===== config.mk =====
export PLATFORM = sky130hd
export DESIGN_NAME = assembler_token_scanner
export DESIGN_NICKNAME = d
export VERILOG_FILES = /design/src/design/asmscan_pkg.sv /design/src/design/asmscan_fifo.sv /design/src/design/asmscan_core.sv /design/src/design/assembler_token_scanner.sv
export SDC_FILE = /design/constraint.sdc
export NUM_CORES = 2
export LEC_CHECK = 0
export BUFFER_PORTS_ARGS = -buffer_cell sky130_fd_sc_hd__buf_2
export CAP_MARGIN = 40
export CORE_MARGIN = 5
export CORE_UTILIZATION = 57
export DETAILED_ROUTE_END_ITERATION = 16
export PLACE_DENSITY_LB_ADDON = 0.05
export SYNTH_ARGS = -nofsm -noshare
export SYNTH_HDL_FRONTEND = slang
export SYNTH_SLANG_ARGS = --single-unit

===== constraint.sdc =====
create_clock -name i_clk -period 9 [get_ports i_clk]
set_clock_uncertainty 0.05 [all_clocks]
set_input_delay 1.35 -clock i_clk [delete_from_list [all_inputs] [get_ports i_clk]]
set_output_delay 1.35 -clock i_clk [all_outputs]
set_load 0.01 [all_outputs]

===== src/design/asmscan_pkg.sv =====
// Shared types and constants of the assembler token scanner.
// Holds the character codes, token kinds, error codes and the scan mode enum.
// Used by asmscan_core, asmscan_fifo and assembler_token_scanner.
package asmscan_pkg;

    localparam int OFFSET_WIDTH_DEF = 24;
    localparam int LINE_WIDTH_DEF   = 20;
    localparam int LENGTH_WIDTH_DEF = 8;
    localparam int VALUE_WIDTH      = 64;
    localparam int KIND_WIDTH       = 4;
    localparam int ERR_WIDTH        = 3;
    localparam int RESULT_DEPTH     = 8;

    localparam logic [7:0] CH_NUL    = 8'h00;
    localparam logic [7:0] CH_TAB    = 8'h09;
    localparam logic [7:0] CH_LF     = 8'h0A;
    localparam logic [7:0] CH_CR     = 8'h0D;
    localparam logic [7:0] CH_SPACE  = 8'h20;
    localparam logic [7:0] CH_HASH   = 8'h23;
    localparam logic [7:0] CH_LPAREN = 8'h28;
    localparam logic [7:0] CH_RPAREN = 8'h29;
    localparam logic [7:0] CH_COMMA  = 8'h2C;
    localparam logic [7:0] CH_DOT    = 8'h2E;
    localparam logic [7:0] CH_ZERO   = 8'h30;
    localparam logic [7:0] CH_COLON  = 8'h3A;
    localparam logic [7:0] CH_SEMI   = 8'h3B;
    localparam logic [7:0] CH_UNDER  = 8'h5F;

    localparam logic [4:0] HEX_INVALID = 5'd16;

    localparam logic [KIND_WIDTH-1:0] KIND_END    = 4'd0;
    localparam logic [KIND_WIDTH-1:0] KIND_NEWL   = 4'd1;
    localparam logic [KIND_WIDTH-1:0] KIND_ID     = 4'd2;
    localparam logic [KIND_WIDTH-1:0] KIND_INT    = 4'd3;
    localparam logic [KIND_WIDTH-1:0] KIND_COMMA  = 4'd4;
    localparam logic [KIND_WIDTH-1:0] KIND_HASH   = 4'd5;
    localparam logic [KIND_WIDTH-1:0] KIND_COLON  = 4'd6;
    localparam logic [KIND_WIDTH-1:0] KIND_LPAREN = 4'd7;
    localparam logic [KIND_WIDTH-1:0] KIND_RPAREN = 4'd8;

    localparam logic [ERR_WIDTH-1:0] ERR_NONE     = 3'd0;
    localparam logic [ERR_WIDTH-1:0] ERR_UNKNOWN  = 3'd1;
    localparam logic [ERR_WIDTH-1:0] ERR_DIGIT    = 3'd2;
    localparam logic [ERR_WIDTH-1:0] ERR_NODIGIT  = 3'd3;
    localparam logic [ERR_WIDTH-1:0] ERR_OVERFLOW = 3'd4;

    typedef enum logic [2:0] {
        M_IDLE,
        M_COMMENT,
        M_IDENT,
        M_ZERO,
        M_NUMBER,
        M_DISCARD
    } t_mode;

    typedef enum logic [1:0] {
        BASE_DEC,
        BASE_BIN,
        BASE_OCT,
        BASE_HEX
    } t_base;

    typedef struct packed {
        logic first;
        logic second;
    } t_push;

endpackage


===== src/design/asmscan_fifo.sv =====
// Result queue of the assembler token scanner.
// Takes up to two results a cycle and gives one a cycle; uses asmscan_pkg.
module asmscan_fifo #(
    parameter int DATA_WIDTH = 64,
    parameter int DEPTH      = asmscan_pkg::RESULT_DEPTH,
    parameter int CNT_WIDTH  = $clog2(DEPTH + 1)
) (
    input  logic                  i_clk,
    input  logic                  i_rst_n,
    input  asmscan_pkg::t_push    i_push,
    input  logic [DATA_WIDTH-1:0] i_data0,
    input  logic [DATA_WIDTH-1:0] i_data1,
    input  logic                  i_pop,
    output logic [DATA_WIDTH-1:0] o_head,
    output logic                  o_valid,
    output logic [CNT_WIDTH-1:0]  o_count
);

    localparam int PTR_WIDTH = $clog2(DEPTH);

    logic [DATA_WIDTH-1:0] r_mem [DEPTH];
    logic [PTR_WIDTH-1:0]  r_wr;
    logic [PTR_WIDTH-1:0]  r_rd;
    logic [CNT_WIDTH-1:0]  r_count;
    logic [PTR_WIDTH-1:0]  n_wr;
    logic [PTR_WIDTH-1:0]  n_rd;
    logic [CNT_WIDTH-1:0]  n_count;
    logic [PTR_WIDTH-1:0]  wr_next;

    assign wr_next = r_wr + PTR_WIDTH'(1);

    always_comb begin
        n_wr    = r_wr;
        n_rd    = r_rd;
        n_count = r_count;
        if (i_push.first) begin
            n_wr    = wr_next;
            n_count = n_count + CNT_WIDTH'(1);
        end
        if (i_push.second) begin
            n_wr    = r_wr + PTR_WIDTH'(2);
            n_count = n_count + CNT_WIDTH'(1);
        end
        if (i_pop) begin
            n_rd    = r_rd + PTR_WIDTH'(1);
            n_count = n_count - CNT_WIDTH'(1);
        end
    end

    always_ff @(posedge i_clk) begin
        if (!i_rst_n) begin
            r_wr    <= '0;
            r_rd    <= '0;
            r_count <= '0;
        end else begin
            r_wr    <= n_wr;
            r_rd    <= n_rd;
            r_count <= n_count;
        end
    end

    always_ff @(posedge i_clk) begin
        if (i_push.first) begin
            r_mem[r_wr] <= i_data0;
        end
        if (i_push.second) begin
            r_mem[wr_next] <= i_data1;
        end
    end

    assign o_head  = r_mem[r_rd];
    assign o_valid = (r_count != '0);
    assign o_count = r_count;

endmodule


===== src/design/asmscan_core.sv =====
// Scanning logic of the assembler token scanner: input register, scan state
// and the two passes that turn one byte into up to two packed results.
// Uses the types and constants of asmscan_pkg.
module asmscan_core #(
    parameter int OFFSET_WIDTH = asmscan_pkg::OFFSET_WIDTH_DEF,
    parameter int LINE_WIDTH   = asmscan_pkg::LINE_WIDTH_DEF,
    parameter int LENGTH_WIDTH = asmscan_pkg::LENGTH_WIDTH_DEF,
    parameter int RES_WIDTH    = asmscan_pkg::KIND_WIDTH + asmscan_pkg::ERR_WIDTH
                                 + asmscan_pkg::VALUE_WIDTH + LINE_WIDTH
                                 + OFFSET_WIDTH + LENGTH_WIDTH + 1
) (
    input  logic                     i_clk,
    input  logic                     i_rst_n,
    input  logic                     i_accept,
    input  logic [7:0]               i_char_code,
    output logic                     o_busy,
    output asmscan_pkg::t_push       o_push,
    output logic [RES_WIDTH-1:0]     o_res0,
    output logic [RES_WIDTH-1:0]     o_res1
);

    localparam int VW = asmscan_pkg::VALUE_WIDTH;

    function automatic logic is_alpha(input logic [7:0] c);
        return c inside {[8'h41:8'h5A], [8'h61:8'h7A]};
    endfunction

    function automatic logic is_digit(input logic [7:0] c);
        return c inside {[8'h30:8'h39]};
    endfunction

    function automatic logic is_ident_start(input logic [7:0] c);
        return is_alpha(c) || c == asmscan_pkg::CH_UNDER || c == asmscan_pkg::CH_DOT;
    endfunction

    function automatic logic is_prefix(input logic [7:0] c);
        return c inside {8'h62, 8'h42, 8'h6F, 8'h4F, 8'h78, 8'h58};
    endfunction

    function automatic asmscan_pkg::t_base prefix_base(input logic [7:0] c);
        asmscan_pkg::t_base b;
        if (c inside {8'h62, 8'h42}) begin
            b = asmscan_pkg::BASE_BIN;
        end else if (c inside {8'h6F, 8'h4F}) begin
            b = asmscan_pkg::BASE_OCT;
        end else begin
            b = asmscan_pkg::BASE_HEX;
        end
        return b;
    endfunction

    function automatic logic [4:0] hex_value(input logic [7:0] c);
        logic [4:0] v;
        if (is_digit(c)) begin
            v = {1'b0, c[3:0]};
        end else if (c inside {[8'h41:8'h46], [8'h61:8'h66]}) begin
            v = 5'({1'b0, c[3:0]} + 5'd9);
        end else begin
            v = asmscan_pkg::HEX_INVALID;
        end
        return v;
    endfunction

    function automatic logic [4:0] base_limit(input asmscan_pkg::t_base b);
        logic [4:0] v;
        case (b)
            asmscan_pkg::BASE_BIN: v = 5'd2;
            asmscan_pkg::BASE_OCT: v = 5'd8;
            asmscan_pkg::BASE_HEX: v = 5'd16;
            default:               v = 5'd10;
        endcase
        return v;
    endfunction

    logic                      r_valid;
    logic [7:0]                r_char;
    asmscan_pkg::t_mode        r_mode;
    asmscan_pkg::t_base        r_base;
    logic [VW-1:0]             r_acc;
    logic                      r_seen;
    logic [2:0]                r_err;
    logic [LINE_WIDTH-1:0]     r_line;
    logic [OFFSET_WIDTH-1:0]   r_off;
    logic [OFFSET_WIDTH-1:0]   r_tok_off;
    logic [LINE_WIDTH-1:0]     r_tok_line;
    logic [LENGTH_WIDTH-1:0]   r_count;

    asmscan_pkg::t_mode        n_mode;
    asmscan_pkg::t_base        n_base;
    logic [VW-1:0]             n_acc;
    logic                      n_seen;
    logic [2:0]                n_err;
    logic [LINE_WIDTH-1:0]     n_line;
    logic [OFFSET_WIDTH-1:0]   n_off;
    logic [OFFSET_WIDTH-1:0]   n_tok_off;
    logic [LINE_WIDTH-1:0]     n_tok_line;
    logic [LENGTH_WIDTH-1:0]   n_count;

    asmscan_pkg::t_mode        m_mode;
    asmscan_pkg::t_base        m_base;
    logic [VW-1:0]             m_acc;
    logic                      m_seen;
    logic [2:0]                m_err;
    logic [LENGTH_WIDTH-1:0]   m_count;
    logic                      again;

    logic [4:0]                hv;
    logic                      digit_ok;
    logic [VW+3:0]             prod;
    logic [VW+3:0]             sum;
    logic                      acc_ovf;
    logic [LENGTH_WIDTH-1:0]   count_inc;
    logic [LINE_WIDTH-1:0]     line_inc;

    logic                      e0_valid;
    logic [3:0]                e0_kind;
    logic                      e1_valid;
    logic [3:0]                e1_kind;
    logic [2:0]                e1_err;
    logic [LENGTH_WIDTH-1:0]   e1_len;
    logic                      clear;
    logic [RES_WIDTH-2:0]      rec0;
    logic [RES_WIDTH-2:0]      rec1;

    // Multiply-accumulate for one digit; the top four bits flag an overflow.
    assign hv       = hex_value(r_char);
    assign digit_ok = (hv < base_limit(r_base));

    always_comb begin
        case (r_base)
            asmscan_pkg::BASE_BIN: prod = {3'b0, r_acc, 1'b0};
            asmscan_pkg::BASE_OCT: prod = {1'b0, r_acc, 3'b0};
            asmscan_pkg::BASE_HEX: prod = {r_acc, 4'b0};
            default:               prod = {1'b0, r_acc, 3'b0} + {3'b0, r_acc, 1'b0};
        endcase
    end

    assign sum       = prod + (VW + 4)'(hv[3:0]);
    assign acc_ovf   = |sum[VW+3:VW];
    assign count_inc = (&r_count) ? r_count : r_count + LENGTH_WIDTH'(1);
    assign line_inc  = (&r_line) ? r_line : r_line + LINE_WIDTH'(1);

    // First pass: the mode that holds an open token or comment sees the byte.
    always_comb begin
        m_mode   = r_mode;
        m_base   = r_base;
        m_acc    = r_acc;
        m_seen   = r_seen;
        m_err    = r_err;
        m_count  = r_count;
        again    = 1'b0;
        e0_valid = 1'b0;
        e0_kind  = asmscan_pkg::KIND_ID;
        case (r_mode)
            asmscan_pkg::M_COMMENT: begin
                if (r_char == asmscan_pkg::CH_LF || r_char == asmscan_pkg::CH_NUL) begin
                    m_mode = asmscan_pkg::M_IDLE;
                    again  = 1'b1;
                end
            end
            asmscan_pkg::M_IDENT: begin
                if (is_ident_start(r_char) || is_digit(r_char)) begin
                    m_count = count_inc;
                end else begin
                    e0_valid = 1'b1;
                    e0_kind  = asmscan_pkg::KIND_ID;
                    m_mode   = asmscan_pkg::M_IDLE;
                    again    = 1'b1;
                end
            end
            asmscan_pkg::M_ZERO: begin
                if (is_prefix(r_char)) begin
                    m_base  = prefix_base(r_char);
                    m_seen  = 1'b0;
                    m_count = count_inc;
                    m_mode  = asmscan_pkg::M_NUMBER;
                end else if (is_digit(r_char)) begin
                    m_base  = asmscan_pkg::BASE_DEC;
                    m_count = count_inc;
                    m_acc   = VW'(r_char[3:0]);
                    m_mode  = asmscan_pkg::M_NUMBER;
                end else if (is_alpha(r_char)) begin
                    m_err  = asmscan_pkg::ERR_DIGIT;
                    m_mode = asmscan_pkg::M_DISCARD;
                end else begin
                    again = 1'b1;
                    if (r_err == asmscan_pkg::ERR_OVERFLOW) begin
                        m_mode = asmscan_pkg::M_DISCARD;
                    end else begin
                        e0_valid = 1'b1;
                        e0_kind  = asmscan_pkg::KIND_INT;
                        m_mode   = asmscan_pkg::M_IDLE;
                    end
                end
            end
            asmscan_pkg::M_NUMBER: begin
                if (digit_ok) begin
                    m_count = count_inc;
                    m_seen  = 1'b1;
                    if (r_err != asmscan_pkg::ERR_OVERFLOW) begin
                        if (acc_ovf) begin
                            m_err = asmscan_pkg::ERR_OVERFLOW;
                        end else begin
                            m_acc = sum[VW-1:0];
                        end
                    end
                end else if (is_alpha(r_char) || is_digit(r_char)) begin
                    m_err  = asmscan_pkg::ERR_DIGIT;
                    m_mode = asmscan_pkg::M_DISCARD;
                end else if (!r_seen) begin
                    m_err  = asmscan_pkg::ERR_NODIGIT;
                    m_mode = asmscan_pkg::M_DISCARD;
                    again  = 1'b1;
                end else begin
                    again = 1'b1;
                    if (r_err == asmscan_pkg::ERR_OVERFLOW) begin
                        m_mode = asmscan_pkg::M_DISCARD;
                    end else begin
                        e0_valid = 1'b1;
                        e0_kind  = asmscan_pkg::KIND_INT;
                        m_mode   = asmscan_pkg::M_IDLE;
                    end
                end
            end
            default: begin
                again = 1'b1;
            end
        endcase
    end

    // Second pass: the byte is seen between tokens or while a line is discarded.
    always_comb begin
        n_mode     = m_mode;
        n_base     = m_base;
        n_acc      = m_acc;
        n_seen     = m_seen;
        n_err      = m_err;
        n_count    = m_count;
        n_line     = r_line;
        n_tok_off  = r_tok_off;
        n_tok_line = r_tok_line;
        e1_valid   = 1'b0;
        e1_kind    = asmscan_pkg::KIND_END;
        e1_err     = asmscan_pkg::ERR_NONE;
        e1_len     = '0;
        clear      = 1'b0;
        if (again) begin
            if (m_mode == asmscan_pkg::M_DISCARD) begin
                if (r_char == asmscan_pkg::CH_LF) begin
                    e1_valid = 1'b1;
                    e1_kind  = asmscan_pkg::KIND_NEWL;
                    e1_err   = m_err;
                    e1_len   = LENGTH_WIDTH'(1);
                    n_err    = asmscan_pkg::ERR_NONE;
                    n_line   = line_inc;
                    n_mode   = asmscan_pkg::M_IDLE;
                end else if (r_char == asmscan_pkg::CH_NUL) begin
                    e1_valid = 1'b1;
                    e1_kind  = asmscan_pkg::KIND_END;
                    e1_err   = m_err;
                    clear    = 1'b1;
                end
            end else begin
                n_mode = asmscan_pkg::M_IDLE;
                if (r_char == asmscan_pkg::CH_NUL) begin
                    e1_valid = 1'b1;
                    e1_kind  = asmscan_pkg::KIND_END;
                    clear    = 1'b1;
                end else if (r_char inside {asmscan_pkg::CH_SPACE, asmscan_pkg::CH_TAB,
                                            asmscan_pkg::CH_CR}) begin
                    n_mode = asmscan_pkg::M_IDLE;
                end else if (r_char == asmscan_pkg::CH_SEMI) begin
                    n_mode = asmscan_pkg::M_COMMENT;
                end else if (is_ident_start(r_char)) begin
                    n_tok_off  = r_off;
                    n_tok_line = r_line;
                    n_count    = LENGTH_WIDTH'(1);
                    n_mode     = asmscan_pkg::M_IDENT;
                end else if (is_digit(r_char)) begin
                    n_tok_off  = r_off;
                    n_tok_line = r_line;
                    n_count    = LENGTH_WIDTH'(1);
                    n_acc      = VW'(r_char[3:0]);
                    n_base     = asmscan_pkg::BASE_DEC;
                    n_seen     = 1'b1;
                    n_err      = asmscan_pkg::ERR_NONE;
                    n_mode     = (r_char == asmscan_pkg::CH_ZERO) ? asmscan_pkg::M_ZERO
                                                                  : asmscan_pkg::M_NUMBER;
                end else if (r_char == asmscan_pkg::CH_LF) begin
                    e1_valid = 1'b1;
                    e1_kind  = asmscan_pkg::KIND_NEWL;
                    e1_len   = LENGTH_WIDTH'(1);
                    n_line   = line_inc;
                end else if (r_char inside {asmscan_pkg::CH_COMMA, asmscan_pkg::CH_HASH,
                                            asmscan_pkg::CH_COLON, asmscan_pkg::CH_LPAREN,
                                            asmscan_pkg::CH_RPAREN}) begin
                    e1_valid = 1'b1;
                    e1_len   = LENGTH_WIDTH'(1);
                    case (r_char)
                        asmscan_pkg::CH_COMMA:  e1_kind = asmscan_pkg::KIND_COMMA;
                        asmscan_pkg::CH_HASH:   e1_kind = asmscan_pkg::KIND_HASH;
                        asmscan_pkg::CH_COLON:  e1_kind = asmscan_pkg::KIND_COLON;
                        asmscan_pkg::CH_LPAREN: e1_kind = asmscan_pkg::KIND_LPAREN;
                        default:                e1_kind = asmscan_pkg::KIND_RPAREN;
                    endcase
                end else begin
                    n_err  = asmscan_pkg::ERR_UNKNOWN;
                    n_mode = asmscan_pkg::M_DISCARD;
                end
            end
        end
        if (clear) begin
            n_mode     = asmscan_pkg::M_IDLE;
            n_base     = asmscan_pkg::BASE_DEC;
            n_acc      = '0;
            n_seen     = 1'b0;
            n_err      = asmscan_pkg::ERR_NONE;
            n_count    = '0;
            n_line     = LINE_WIDTH'(1);
            n_tok_off  = '0;
            n_tok_line = LINE_WIDTH'(1);
        end
        if (r_char == asmscan_pkg::CH_NUL) begin
            n_off = '0;
        end else if (&r_off) begin
            n_off = r_off;
        end else begin
            n_off = r_off + OFFSET_WIDTH'(1);
        end
    end

    always_ff @(posedge i_clk) begin
        if (!i_rst_n) begin
            r_valid    <= 1'b0;
            r_mode     <= asmscan_pkg::M_IDLE;
            r_base     <= asmscan_pkg::BASE_DEC;
            r_acc      <= '0;
            r_seen     <= 1'b0;
            r_err      <= asmscan_pkg::ERR_NONE;
            r_line     <= LINE_WIDTH'(1);
            r_off      <= '0;
            r_tok_off  <= '0;
            r_tok_line <= LINE_WIDTH'(1);
            r_count    <= '0;
        end else begin
            r_valid <= i_accept;
            if (r_valid) begin
                r_mode     <= n_mode;
                r_base     <= n_base;
                r_acc      <= n_acc;
                r_seen     <= n_seen;
                r_err      <= n_err;
                r_line     <= n_line;
                r_off      <= n_off;
                r_tok_off  <= n_tok_off;
                r_tok_line <= n_tok_line;
                r_count    <= n_count;
            end
        end
    end

    always_ff @(posedge i_clk) begin
        if (i_accept) begin
            r_char <= i_char_code;
        end
    end

    assign rec0 = {e0_kind, asmscan_pkg::ERR_NONE,
                   (e0_kind == asmscan_pkg::KIND_INT) ? r_acc : {VW{1'b0}},
                   r_tok_line, r_tok_off, r_count};
    assign rec1 = {e1_kind, e1_err, {VW{1'b0}}, r_line, r_off, e1_len};

    assign o_busy        = r_valid;
    assign o_push.first  = r_valid && (e0_valid || e1_valid);
    assign o_push.second = r_valid && e0_valid && e1_valid;
    assign o_res0        = e0_valid ? {rec0, !e1_valid} : {rec1, 1'b1};
    assign o_res1        = {rec1, 1'b1};

endmodule


===== src/design/assembler_token_scanner.sv =====
// Assembler token scanner: one source byte in per cycle, tokens out in order.
// A taken byte is held in the core's input register, and its results enter the
// queue in the cycle after. Bytes are taken every cycle while the eight-entry
// result queue has room for two more results beyond those in flight; the
// output gives one token a cycle while i_stall is low.
// Synchronous active-low reset empties the queue and starts a new text at line 1.
module assembler_token_scanner #(
    parameter int OFFSET_WIDTH = asmscan_pkg::OFFSET_WIDTH_DEF,
    parameter int LINE_WIDTH   = asmscan_pkg::LINE_WIDTH_DEF,
    parameter int LENGTH_WIDTH = asmscan_pkg::LENGTH_WIDTH_DEF
) (
    input  logic                                 i_clk,
    input  logic                                 i_rst_n,
    input  logic                                 i_valid,
    output logic                                 o_stall,
    input  logic [7:0]                           i_char_code,
    output logic                                 o_valid,
    input  logic                                 i_stall,
    output logic [asmscan_pkg::KIND_WIDTH-1:0]   o_kind,
    output logic [asmscan_pkg::ERR_WIDTH-1:0]    o_error_code,
    output logic [asmscan_pkg::VALUE_WIDTH-1:0]  o_value,
    output logic [LINE_WIDTH-1:0]                o_line_number,
    output logic [OFFSET_WIDTH-1:0]              o_start_offset,
    output logic [LENGTH_WIDTH-1:0]              o_token_length,
    output logic                                 o_last_of_run
);

    localparam int RES_WIDTH = asmscan_pkg::KIND_WIDTH + asmscan_pkg::ERR_WIDTH
                               + asmscan_pkg::VALUE_WIDTH + LINE_WIDTH
                               + OFFSET_WIDTH + LENGTH_WIDTH + 1;
    localparam int DEPTH     = asmscan_pkg::RESULT_DEPTH;
    localparam int CNT_WIDTH = $clog2(DEPTH + 1);

    logic                  accept;
    logic                  busy;
    asmscan_pkg::t_push    push;
    logic [RES_WIDTH-1:0]  res0;
    logic [RES_WIDTH-1:0]  res1;
    logic [RES_WIDTH-1:0]  head;
    logic [CNT_WIDTH-1:0]  fill;
    logic [CNT_WIDTH:0]    claimed;

    assign claimed = {1'b0, fill} + (busy ? (CNT_WIDTH + 1)'(2) : '0)
                     + (CNT_WIDTH + 1)'(2);
    assign o_stall = (claimed > (CNT_WIDTH + 1)'(DEPTH));
    assign accept  = i_valid && !o_stall;

    asmscan_core #(
        .OFFSET_WIDTH (OFFSET_WIDTH),
        .LINE_WIDTH   (LINE_WIDTH),
        .LENGTH_WIDTH (LENGTH_WIDTH),
        .RES_WIDTH    (RES_WIDTH)
    ) u_core (
        .i_clk       (i_clk),
        .i_rst_n     (i_rst_n),
        .i_accept    (accept),
        .i_char_code (i_char_code),
        .o_busy      (busy),
        .o_push      (push),
        .o_res0      (res0),
        .o_res1      (res1)
    );

    asmscan_fifo #(
        .DATA_WIDTH (RES_WIDTH),
        .DEPTH      (DEPTH),
        .CNT_WIDTH  (CNT_WIDTH)
    ) u_fifo (
        .i_clk   (i_clk),
        .i_rst_n (i_rst_n),
        .i_push  (push),
        .i_data0 (res0),
        .i_data1 (res1),
        .i_pop   (o_valid && !i_stall),
        .o_head  (head),
        .o_valid (o_valid),
        .o_count (fill)
    );

    assign {o_kind, o_error_code, o_value, o_line_number, o_start_offset,
            o_token_length, o_last_of_run} = head;

endmodule

==> out/results.txt <==
The run finished with clean final reports. The tools report the category of the worst setup path launch point as a flip-flop. The starting density of the core was 0.573; the actual transition at the worst max-transition pin was 0.958 ns. For this run, the leading register cell type out of synthesis is sky130_fd_sc_hd__dfxtp_1. The async set-or-reset flop fraction in the synthesized netlist works out to 0.

Measured along the x axis, the die boundary spans 338 um. Counting I/O delays and the setup requirement, the final critical path takes 7.15 ns. The detailed placer's ending HPWL was 121 mm.

0 antenna diodes ended up in the layout. The largest single stage delay on the critical path is 0.63 ns. Area of the mapped netlist: 61200 um2. Via count of the first global-routing pass: 48000. Number of buffers inserted to repair setup after CTS: 0. The fraction of layout instances using a drive strength above 1 is 0.149. In this run the worst path has a maximum fanout of 27. Yosys mapped a number of flops with a built-in enable equal to 424.

The die is 338 um tall. The areal power density over the cells is 179 nW/um2, and the residual overflow from global routing is 0. Path category of the worst min-delay check: flip-flop to flip-flop.

After technology mapping, the gate count stands at 6412. The worst register-to-register path has a setup slack of 1.85 ns. For this design, the slowest cell found on the critical path is sky130_fd_sc_hd__or3_1. The residual antenna-violating net count after detailed routing is 0, and the peak supply drop is 0.209 mV.

Required time of the critical path: 9.54 ns. STA classifies the critical path endpoint as a flip-flop. Kind of critical path: flip-flop to flip-flop. Violation count after the first detailed-route iteration: 4941.

The final critical-path share of the clock period came out at 0.795. The tools report the portion of the post-synthesis area used by sequential elements as 0.456. The run gives 193 mm as the final wirelength. The logs give 0.331 for the overall routing resource usage and 50100 for the total number of vias.

Post-CTS repair changed the size of 0 cells. In the final timing run, aggregate negative setup slack is 0 ns. For the latest clock arrival within the worst-skew pair, the log shows 0.73 ns.

The final count of pins violating max slew came out at 0. The tree is rooted in a sky130_fd_sc_hd__clkbuf_16. The floorplan step defined a core boundary enclosing 107000 um2.

First-pass GRT wire length: 292 mm. Clock-pin slew was measured on the worst setup and hold paths at 0.06 ns. Entering global routing, the biggest net connects 93 pins.

The average cell area after synthesis works out to 9.55 um2. After detailed routing, the number of remaining DRC violations is 0. The final setup violation count was 0; the synthesis-to-layout area growth was 9.54%.

TritonCTS built the clock tree. The number of top-level pins was 138; the setup slack of the critical path after layout was 1.85 ns. The tools report the count of placed standard cells in the final layout, fillers left out as 7731. The mean number of vias per cell was 6.48; the final weighted congestion in routability-driven placement was 0.994. The critical path goes through inv_1 > ha_1 > or4b_1 > a21boi_0 > nor3_1 > a21o_1 > ha_1 > o311ai_1 > a211oi_1 > o2111ai_1 > nand3_1 > and3_1 > nand2b_1 > nand2_1 > or3_1 > nor3_4 > buf_4 > a21o_2 > buf_4 > a22o_1.

The headroom to the max-slew limit was 0.361; the number of buffers inserted during clock tree synthesis was 120. Based on the critical path, the design can be clocked at up to 140 MHz. Data on the critical path arrives at its endpoint at 7.69 ns.

Counting tap cells, the placed design contains a total of 7509 instances. Setup repair after global routing left no endpoint under its margin. Counting every sink on the clock net gives 1183. The logs give 6515 for the net count of the mapped netlist and 0 for the max-capacitance violation count. The initialized floorplan defines 120 standard-cell rows. Count of fill cells added during filler insertion: 8881. The library cells used most frequently in the layout, excluding fill and tap cells, are sky130_fd_sc_hd__nor2_1 (1397), sky130_fd_sc_hd__a21oi_1 (776), sky130_fd_sc_hd__dfxtp_1 (754).

The tools report the static leakage as 23.7 nW. The cts-stage hold buffer count came out at 0. The number of antenna violations at the first check in global routing came out at 2.

The netlist uses 113 different library cells. The first TritonRoute pass finished after 6 iterations. The library cell used most frequently in the layout, excluding fill and tap cells, is sky130_fd_sc_hd__nor2_1. Broken down by cell family, the worst path's largest delay share belongs to simple AND/OR/NAND/NOR gates. Prior to clock tree synthesis, the placed netlist has a worst setup slack of 1.97 ns. For the maximum buffer depth of the clock tree, the log shows 3.

Counting both buffers and inverters, the worst setup path holds a total of 3. The total die area came out at 114000 um2. The count of final hold-check violations is 0, and the post-detailed-route wirelength per cell is 25.0 um.

Buffers placed on the I/O ports in this run total 137. After the last flow step, the layout net total stands at 6331. The H-tree generated during clock tree synthesis spans 3 levels. Yosys printed 0 warnings. The number of synthesized register bits works out to 1183.
-- area by class of cell --
class,count,area [um2],share of cell area
clock buffers,178,3420,0.0510
repair buffers,261,2130,0.0318
well taps,1403,1760,0.0262
clock inverters,44,574,0.00856
multi-input cells,4619,31100,0.464
inverters,43,161,0.00241
flip-flops and latches,1183,27900,0.416
-- per-layer routing --
| layer | vias up | track usage | routed length (um) | share of wire |
|---|---|---|---|---|
| met5 | - | 0 | 0 | 0 |
| met4 | 0 | 0.124 | 7830 | 0.041 |
| met3 | 448 | 0.0457 | 14100 | 0.073 |
| met2 | 2150 | 0.565 | 93400 | 0.48 |
| met1 | 24700 | 0.433 | 77900 | 0.40 |
| li1 | 22800 | - | - | - |
-- where the power goes --
part / internal [mW] / total (mW) / switching, mW
clock network: 2.94 / 5.11 / 2.16
registers: 5.54 / 5.62 / 0.0888
logic: 0.577 / 1.29 / 0.712
total: 9.06 / 12.0 / 2.96
-- cell usage after synthesis (32+ instances only) --
cell | instances | share of area
sky130_fd_sc_hd__nand4_1 | 50 | 0.0051
sky130_fd_sc_hd__xnor2_1 | 71 | 0.010
sky130_fd_sc_hd__mux2i_1 | 45 | 0.0074
sky130_fd_sc_hd__nand2_1 | 428 | 0.026
sky130_fd_sc_hd__nor2_1 | 1410 | 0.086
sky130_fd_sc_hd__a21o_1 | 32 | 0.0039
sky130_fd_sc_hd__dfxtp_1 | 759 | 0.25
sky130_fd_sc_hd__nand3_1 | 97 | 0.0079
sky130_fd_sc_hd__ha_1 | 89 | 0.018
sky130_fd_sc_hd__nor3_1 | 56 | 0.0046
sky130_fd_sc_hd__a22o_1 | 393 | 0.056
sky130_fd_sc_hd__mux2_2 | 137 | 0.025
sky130_fd_sc_hd__inv_1 | 41 | 0.0025
sky130_fd_sc_hd__and3_1 | 33 | 0.0034
sky130_fd_sc_hd__buf_2 | 152 | 0.012
sky130_fd_sc_hd__mux4_2 | 259 | 0.095
sky130_fd_sc_hd__edfxtp_1 | 424 | 0.21
sky130_fd_sc_hd__buf_1 | 97 | 0.0059
sky130_fd_sc_hd__o21ai_0 | 172 | 0.014
sky130_fd_sc_hd__xor2_1 | 59 | 0.0084
sky130_fd_sc_hd__a21oi_1 | 777 | 0.063
sky130_fd_sc_hd__clkbuf_1 | 297 | 0.018
-- cells by family after synthesis --
group                    share of synthesized area
AND/OR/NAND/NOR                              0.161
AO/OA/AOI/OAI                                0.175
adder cells (fa/ha/maj)                     0.0188
buffers and inverters                       0.0423
flip-flops                                   0.456
XOR/XNOR                                    0.0186
multiplexers                                 0.128
-- stage by stage --
stage / cell area (um2) / power (mW) / utilization / hold WS [ns]
6_report: 67100 / 12.0 / 0.628 / 0.430
5_1_grt: 67100 / 12.4 / 0.628 / 0.447
4_1_cts: 67100 / 12.1 / 0.628 / 0.431
3_3_place_gp: 62300 / 7.02 / 0.583 / 0.407
3_5_place_dp: 63100 / 7.03 / 0.590 / 0.415
2_1_floorplan: 61200 / 6.65 / - / 0.382
-- flip-flops by register name (all words and copies together), names as in the netlist, 4 cells and up, named ones only --
register / cells
u_core.r_char: 8
u_core.r_line: 20
u_core.r_acc: 64
u_core.r_tok_off: 24
u_fifo.r_mem: 992
u_core.r_count: 8
u_core.r_off: 24
u_core.r_tok_line: 20
u_fifo.o_count: 4
-- worst paths after layout --
check,from,end,cells past startpoint
max reg2reg,u_core.r_char[1],u_fifo.r_mem[1][11],20
max,u_core.r_char[1],u_fifo.r_mem[1][11],20
min,u_fifo.r_mem[7][107],u_fifo.r_mem[7][107],2
min reg2reg,u_fifo.r_mem[7][107],u_fifo.r_mem[7][107],2
-- worst register-to-register path, stage by stage (launching register included) --
cell and delay [ns]:
sky130_fd_sc_hd__edfxtp_1 0.42, sky130_fd_sc_hd__inv_1 0.15, sky130_fd_sc_hd__ha_1 0.26, sky130_fd_sc_hd__or4b_1 0.58, sky130_fd_sc_hd__a21boi_0 0.42, sky130_fd_sc_hd__nor3_1 0.17
sky130_fd_sc_hd__a21o_1 0.22, sky130_fd_sc_hd__ha_1 0.28, sky130_fd_sc_hd__o311ai_1 0.14, sky130_fd_sc_hd__a211oi_1 0.45, sky130_fd_sc_hd__o2111ai_1 0.19, sky130_fd_sc_hd__nand3_1 0.11
sky130_fd_sc_hd__and3_1 0.36, sky130_fd_sc_hd__nand2b_1 0.36, sky130_fd_sc_hd__nand2_1 0.26, sky130_fd_sc_hd__or3_1 0.63, sky130_fd_sc_hd__nor3_4 0.23, sky130_fd_sc_hd__buf_4 0.41
sky130_fd_sc_hd__a21o_2 0.59, sky130_fd_sc_hd__buf_4 0.49, sky130_fd_sc_hd__a22o_1 0.24
Note: power is estimated with default switching activity, not from simulation.
